[src/hdl/assert_macros.svh]
// Assertion macros used by the top-level RTL file.
`ifndef ASSERT_MACROS_SVH
`define ASSERT_MACROS_SVH

// Same-cycle implication, sampled on clk, off while rst is high.
`define CHK_IMPLY(lbl, ante, cons, msg) \
  lbl: assert property (@(posedge clk) disable iff (rst) (ante) |-> (cons)) else $error(msg);

// Next-cycle implication, sampled on clk, off while rst is high.
`define CHK_NEXT(lbl, ante, cons, msg) \
  lbl: assert property (@(posedge clk) disable iff (rst) (ante) |=> (cons)) else $error(msg);

`endif

[src/hdl/lz77m_pkg.sv]
// Types, constants and helper functions shared by the match finder.
package lz77m_pkg;

  localparam int WINDOW_SIZE_DEF     = 32768;
  localparam int MAX_CHAIN_DEF       = 256;
  localparam int MAX_MATCH_DEF       = 258;
  localparam int LOOKAHEAD_DEPTH_DEF = 512;

  // Chain heads are indexed by the full two-byte key.
  localparam int HEAD_DEPTH  = 65536;
  localparam int KEY_W       = 16;
  localparam int POS_W       = 16;
  localparam int HEAD_W      = POS_W + 1;
  localparam int DIST_W      = 16;
  localparam int LEN_W       = 9;
  localparam int RANK_ARG_W  = 13;
  localparam int QUEUE_DEPTH = 4;

  // Input word function codes.
  localparam logic FUNC_DATA  = 1'b0;
  localparam logic FUNC_DRAIN = 1'b1;

  typedef struct packed {
    logic       func;
    logic [7:0] data_byte;
  } in_word_t;

  typedef struct packed {
    logic              is_match;
    logic [7:0]        literal;
    logic [LEN_W-1:0]  match_length;
    logic [DIST_W-1:0] match_distance;
    logic              last_of_block;
  } out_word_t;

  // Head of the command queue as seen by the back end.
  typedef struct packed {
    logic       valid;
    logic       drain;
    logic [7:0] data;
  } qhead_t;

  // Status from the back end to the front end.
  typedef struct packed {
    logic pop;
    logic clear_done;
  } back_stat_t;

  // Early-exit length quota for a candidate of the given rank.
  function automatic logic [LEN_W-1:0] quota(input logic [RANK_ARG_W-1:0] rank);
    logic [8:0]  r;
    logic [17:0] sq;
    logic [20:0] s7;
    r  = (rank < RANK_ARG_W'(256)) ? 9'(RANK_ARG_W'(256) - rank) : 9'd0;
    sq = 18'(r) * 18'(r);
    s7 = {sq, 3'b000} - 21'(sq);
    return LEN_W'((s7 >> 11) + 21'd32);
  endfunction

endpackage

[src/hdl/lz77m_front.sv]
// Front end: accepts input words, tags them and queues them for the back end.
module lz77m_front (
  input  logic                  clk,
  input  logic                  rst,
  input  logic                  src_valid,
  output logic                  src_ready,
  input  lz77m_pkg::in_word_t   src_word,
  output lz77m_pkg::qhead_t     qhead,
  input  lz77m_pkg::back_stat_t bstat
);

  localparam int QW = $clog2(lz77m_pkg::QUEUE_DEPTH);
  localparam int CW = $clog2(lz77m_pkg::QUEUE_DEPTH + 1);

  lz77m_pkg::in_word_t qbuf [lz77m_pkg::QUEUE_DEPTH];
  logic [QW-1:0] wptr;
  logic [QW-1:0] rptr;
  logic [CW-1:0] fill;
  logic          push;

  assign src_ready = bstat.clear_done && (fill < CW'(lz77m_pkg::QUEUE_DEPTH));
  assign push      = src_valid && src_ready;

  always_comb begin
    qhead.valid = (fill != '0);
    qhead.drain = (qbuf[rptr].func == lz77m_pkg::FUNC_DRAIN);
    qhead.data  = qbuf[rptr].data_byte;
  end

  always_ff @(posedge clk) begin
    if (rst) begin
      wptr <= '0;
      rptr <= '0;
      fill <= '0;
    end else begin
      if (push) begin
        wptr <= (wptr == QW'(lz77m_pkg::QUEUE_DEPTH - 1)) ? '0 : wptr + 1'b1;
      end
      if (bstat.pop) begin
        rptr <= (rptr == QW'(lz77m_pkg::QUEUE_DEPTH - 1)) ? '0 : rptr + 1'b1;
      end
      if (push && !bstat.pop) begin
        fill <= fill + 1'b1;
      end else if (!push && bstat.pop) begin
        fill <= fill - 1'b1;
      end
    end
  end

  always_ff @(posedge clk) begin
    if (push) begin
      qbuf[wptr] <= src_word;
    end
  end

endmodule

[config.mk]
export PLATFORM = sky130hd
export DESIGN_NAME = lz77m_front
export DESIGN_NICKNAME = d
export VERILOG_FILES = /design/src/hdl/assert_macros.svh /design/src/hdl/lz77m_pkg.sv /design/src/hdl/lz77m_front.sv
export SDC_FILE = /design/constraint.sdc
export NUM_CORES = 1
export LEC_CHECK = 0
export BUFFER_PORTS_ARGS = -buffer_cell sky130_fd_sc_hd__buf_2
export CAP_MARGIN = 30
export CORE_AREA = 4 4 82 84
export DETAILED_ROUTE_END_ITERATION = 7
export DIE_AREA = 0 0 86 88
export PLACE_DENSITY = 0.54
export SLEW_MARGIN = 40
export SYNTH_ARGS = -nofsm -noshare
export SYNTH_HDL_FRONTEND = slang
export SYNTH_SLANG_ARGS = --single-unit
[constraint.sdc]
create_clock -name clk -period 3 [get_ports clk]
set_clock_uncertainty 0.15 [all_clocks]
set_input_delay 0.9 -clock clk [delete_from_list [all_inputs] [get_ports clk]]
set_output_delay 0.9 -clock clk [all_outputs]
set_load 0.01 [all_outputs]
# == Yosys cells after proc, flatten, opt, wreduce, memory -nomap -nowiden ==
# Memory sizes are Yosys's and may differ from the RTL's. A register that Yosys moved wholly into a read port is not among the register bits.
# Index checks and enable logic that the tools add are counted.
# totals
regBits,7
output_inout_bits,11
mem_bits_rw,36
input_bits,14
elab_cells,27
memories,1
# classes
n_reduce_logical,8
n_lt_le_gt_ge,1
eq_ne,2
muxes,8
addsub,4
# memory_table
memory,words,word_bits,rd,rd_clocked_by_memory_dff,write_ports,line,source
qbuf,4,9,1,1,1,lz77m_front.sv:15,lz77m_pkg::in_word_t qbuf [lz77m_pkg::QUEUE_DEPTH];
# op_table
op,n
2-bit 2-to-1 mux,4
3-bit 2-to-1 mux,2
"2-bit by 1-bit adder with 2-bit output, second input constant",2
"2-bit equality test, second input constant",2
1-bit logical AND,4
"3-bit by 1-bit adder with 3-bit output, second input constant",1
"3-bit less-than comparator, second input constant",1
3-bit nonzero test,1
"3-bit by 1-bit subtractor with 3-bit output, second input constant",1
1-bit zero test,2
1-bit 2-to-1 mux,2
2-bit nonzero test,1

# == Logic depth before layout (Yosys ltp) ==
# logic_depth
word_depth,7
ltp_mapped,8
ltp_nobuf,7

# == Least setup slack after synthesis ==
# Ideal clock, no wire load.
# synth_path
kind,input port to flip-flop
from,in src_valid
to,reg fill[2]
t_arrival_ns,2.315
cell_stages,8
setup_slack_ns,0.466
setup_ns,0.070
required_time_ns,2.780
path_cell_list,and3b_1 > buf_4 > ha_1 > inv_1 > fa_1 > xor2_1 > or3_1 > a21oi_1
# synth_between
elab_chain_cells,4
elab_cells_between_ends,6
classes_between,mux (1); reduce/logical (5)
# synth_lines
element,line,source
from (decl),lz77m_front.sv:5,"input logic src_valid,"
1-bit logical AND *,lz77m_front.sv:22,assign push = src_valid && src_ready;
named net push,lz77m_front.sv:19,logic push;
1-bit zero test,lz77m_front.sv:44,end else if (!push && bstat.pop) begin
1-bit logical AND,lz77m_front.sv:44,
2-bit nonzero test (no line),--,
to (signal assigned),lz77m_front.sv:43,fill <= fill + 1'b1;
to (signal assigned),lz77m_front.sv:45,fill <= fill - 1'b1;
to (decl),lz77m_front.sv:18,logic [CW-1:0] fill;
# Mark *: on every way through the listed nets, which the timed path passes. The rest lies on a longest branch.
# A chain may end at the register's enable or synchronous reset.

==> flow_metrics.py <==
metrics = {
    "critical_path": {
        "rrSetupSlack_ns": 0.91,
        "worstSetupStartpointType": "register",
        "path_buf_inv": 2,
        "path_max_fanout": 9,
        "worstPathCellList": "buf_4 > mux4_2 > buf_2",
        "critPathKind": "register to output port",
        "critPathRequiredTime_ns": 1.95,
        "slowest_delay_ns": 0.53,
        "critical_path_arrival_ns": 1.50,
        "worstReg2RegEnd": "fill[2]",
        "r2r-start": "fill[2]",
        "crit_family": "multiplexers",
        "r2r_cells": 7,
        "crit_path_end_kind": "output port",
        "crit_path_top_delay_cell": "mux4_2",
    },
    "yosys": {
        "postSynthAreaPerCell_sq_um": 18.9,
        "ys.flop_type": "edfxtp_1",
        "yosysUniqueCellTypes": 19,
        "yosys_warnings": 0,
        "yosysSeqAreaShare_pct": 71.8,
        "syn_nets": 114,
        "async_reset_ff_share_pct": 0,
        "syn_inst": 93,
        "synth_edf_count": 36,
        "ys_ff_latch": 45,
        "synthesis.area_sq_um": 1760,
    },
    "outcome": {
        "status": "finished clean",
    },
    "layout": {
        "multi_input_area_sq_um": 457,
        "drive_above_1_share_pct": 33.9,
        "layout.nets": 144,
        "diodes": 0,
        "seqCellArea_sq_um": 1260,
        "fillers": 566,
        "fin_area_sq_um": 2050,
        "area_growth_pct": 16.7,
    },
    "global_route": {
        "grt_pass1_wl_mm": 4.71,
        "antenna_found_initial": 0,
        "grt_pass1_vias": 954,
        "grt_usage_pct": 8.45,
        "grt_max_degree": 15,
        "grt-ovfl-total": 0,
    },
    "placed_design": {
        "dpl.hpwl_mm": 2.03,
        "portBuffers": 24,
        "gp_congestion": 0.695,
        "place_area_sq_um": 1960,
        "dpl_worst_slack_ns": 0.342,
    },
    "cts": {
        "clockBufferDepth": 2,
        "root_buffer": "clkbuf_8",
        "htree_num_levels": 2,
        "cts_made_buffers": 5,
        "postCtsSetupBuffers": 0,
        "cts_resized": 0,
        "clk_latency_ns": 0.29,
        "clk_pin_slew_ns": 0.08,
        "hold_buffers": 0,
        "cts_tree": "yes",
        "cts.sink_count": 45,
    },
    "pwr": {
        "power_density_nw_per_um2": 601,
        "irDropWorstVdd_mv": 0.278,
        "p_leak_nw": 0.731,
    },
    "timing": {
        "relSlewSlack_pct": 67.6,
        "slew_violations": 0,
        "setup_ws_ns": 0.447,
        "timing.setup.tns_ns": 0,
        "max_freq_ghz": 0.392,
        "hold_viol": 0,
        "finalCritPeriodShare_pct": 85.1,
        "setup_violations": 0,
        "worst_pin_slew_ns": 0.486,
        "rsz0062_at_grt": "no",
        "fin_crit_ns": 2.55,
    },
    "floorplan": {
        "core_area_sq_um": 5920,
        "die_w_um": 86,
        "dieArea_sq_um": 7570,
        "rows": 28,
        "initial_core_util_pct": 29.7,
        "die_h_um": 88,
        "ioPinCount": 25,
    },
    "routing": {
        "drtAntennaViolNets": 0,
        "route.detailed.drc": 0,
        "first_pass_iters": 4,
        "vias_per_cell": 4.29,
        "drt_iter0_drc": 38,
        "wirelength_mm": 2.82,
        "wl_per_cell_um": 14.2,
        "num_vias": 854,
    },
    "min_path": {
        "min_from": "fill[2]",
        "worstHoldEndpoint": "fill[2]",
        "hp-class": "register to register",
        "hold_path_depth": 2,
    },
    "job": {
        "drv_cap": 0,
    },
}
-- area by class of cell --
class                   count  share of cell area (%)
inverters                   4                   0.733
flip-flops and latches     45                    61.5
clock buffers               6                    3.54
multi-input cells          41                    22.3
repair buffers             26                    6.59
clock inverters             2                   0.733
well taps                  75                    4.58
-- state kept, by name (all words and copies together) (netlist names), named ones only --
signal,count
wptr,2
rptr,2
qbuf,36
fill,3
-- kinds of logic (layout without fill, tap and decap cells) --
family | after synthesis | count (layout) | share of synthesized area, %
DFF | 45 | 45 | 71.8
AOI/OAI and AO/OA | 3 | 3 | 0.854
xor gates and xnor gates | 2 | 2 | 0.997
and+or+nand+nor | 16 | 16 | 4.91
buffers and inverters | 7 | 38 | 2.21
muxes | 13 | 13 | 13.8
adders and majority gates | 7 | 7 | 5.41
-- synthesized netlist by cell type, types with 2 or more instances --
cell type / n / share of area [%]
and2_1: 4 / 1.4
inv_1: 4 / 0.85
dfxtp_1: 9 / 10
mux4_2: 9 / 12
mux2i_1: 4 / 2.3
or3_1: 2 / 0.71
xor2_1: 2 / 1.0
edfxtp_1: 36 / 62
nor2_1: 7 / 1.5
a21oi_1: 2 / 0.57
ha_1: 6 / 4.3
-- per-stage QoR --
| stage | instances | power [mW] | hold slack, ns | util (%) |
|---|---|---|---|---|
| floorplan | 93 | 0.836 | 0.319 | - |
| global placement | 191 | 0.885 | 0.339 | 33.1 |
| detailed placement | 191 | 0.896 | 0.397 | 33.1 |
| CTS | 199 | 1.25 | 0.414 | 34.6 |
| global route | 199 | 1.30 | 0.433 | 34.6 |
| finish | 199 | 1.23 | 0.414 | 34.6 |
-- placed cells by master, fill, tap and decap left out, drive strengths merged --
cell      Yosys  routed
a21oi         2       2
and2          4       4
and3b         1       1
buf           2      26
clkbuf        1       6
clkinvlp      0       2
dfxtp         9       9
edfxtp       36      36
fa            1       1
ha            6       6
inv           4       4
mux2i         4       4
mux4          9       9
nor2          7       7
nor2b         1       1
nor3b         1       1
o21ai         1       1
or3           2       2
xor2          2       2
-- how the worst max path moves through the flow --
stage	to	start	slack, ns	cells after the start
2_1_floorplan	fill[2]	src_valid	0.47	8
3_3_place_gp	fill[2]	bstat[0]	0.47	8
3_5_place_dp	fill[2]	src_valid	0.34	8
4_1_cts	qhead[3]	register	0.41	3
5_1_grt	qhead[7]	register	0.34	3
6_report	qhead[7]	register	0.45	3
-- power breakdown --
part	leakage [nW]	total [mW]	switching, mW	internal [mW]
Clock	0.0374	0.353	0.189	0.164
Sequential	0.401	0.725	0.0211	0.704
Combinational	0.293	0.153	0.0766	0.0760
-- tightest hold or removal path, stage by stage (launching register included) --
cell     delay (ns)
dfxtp_1        0.34
o21ai_0        0.10
a21oi_1        0.08
-- per-layer routing --
layer,share of wire (%),global-route usage [%],routed length (um),up-vias
met1,43,9.72,1210,416
met4,0.74,2.16,21,0
met5,0,0,0,-
met2,49,14.1,1380,25
met3,7.3,4.23,205,4
li1,-,-,-,409
(Power assumes the default switching activity.)
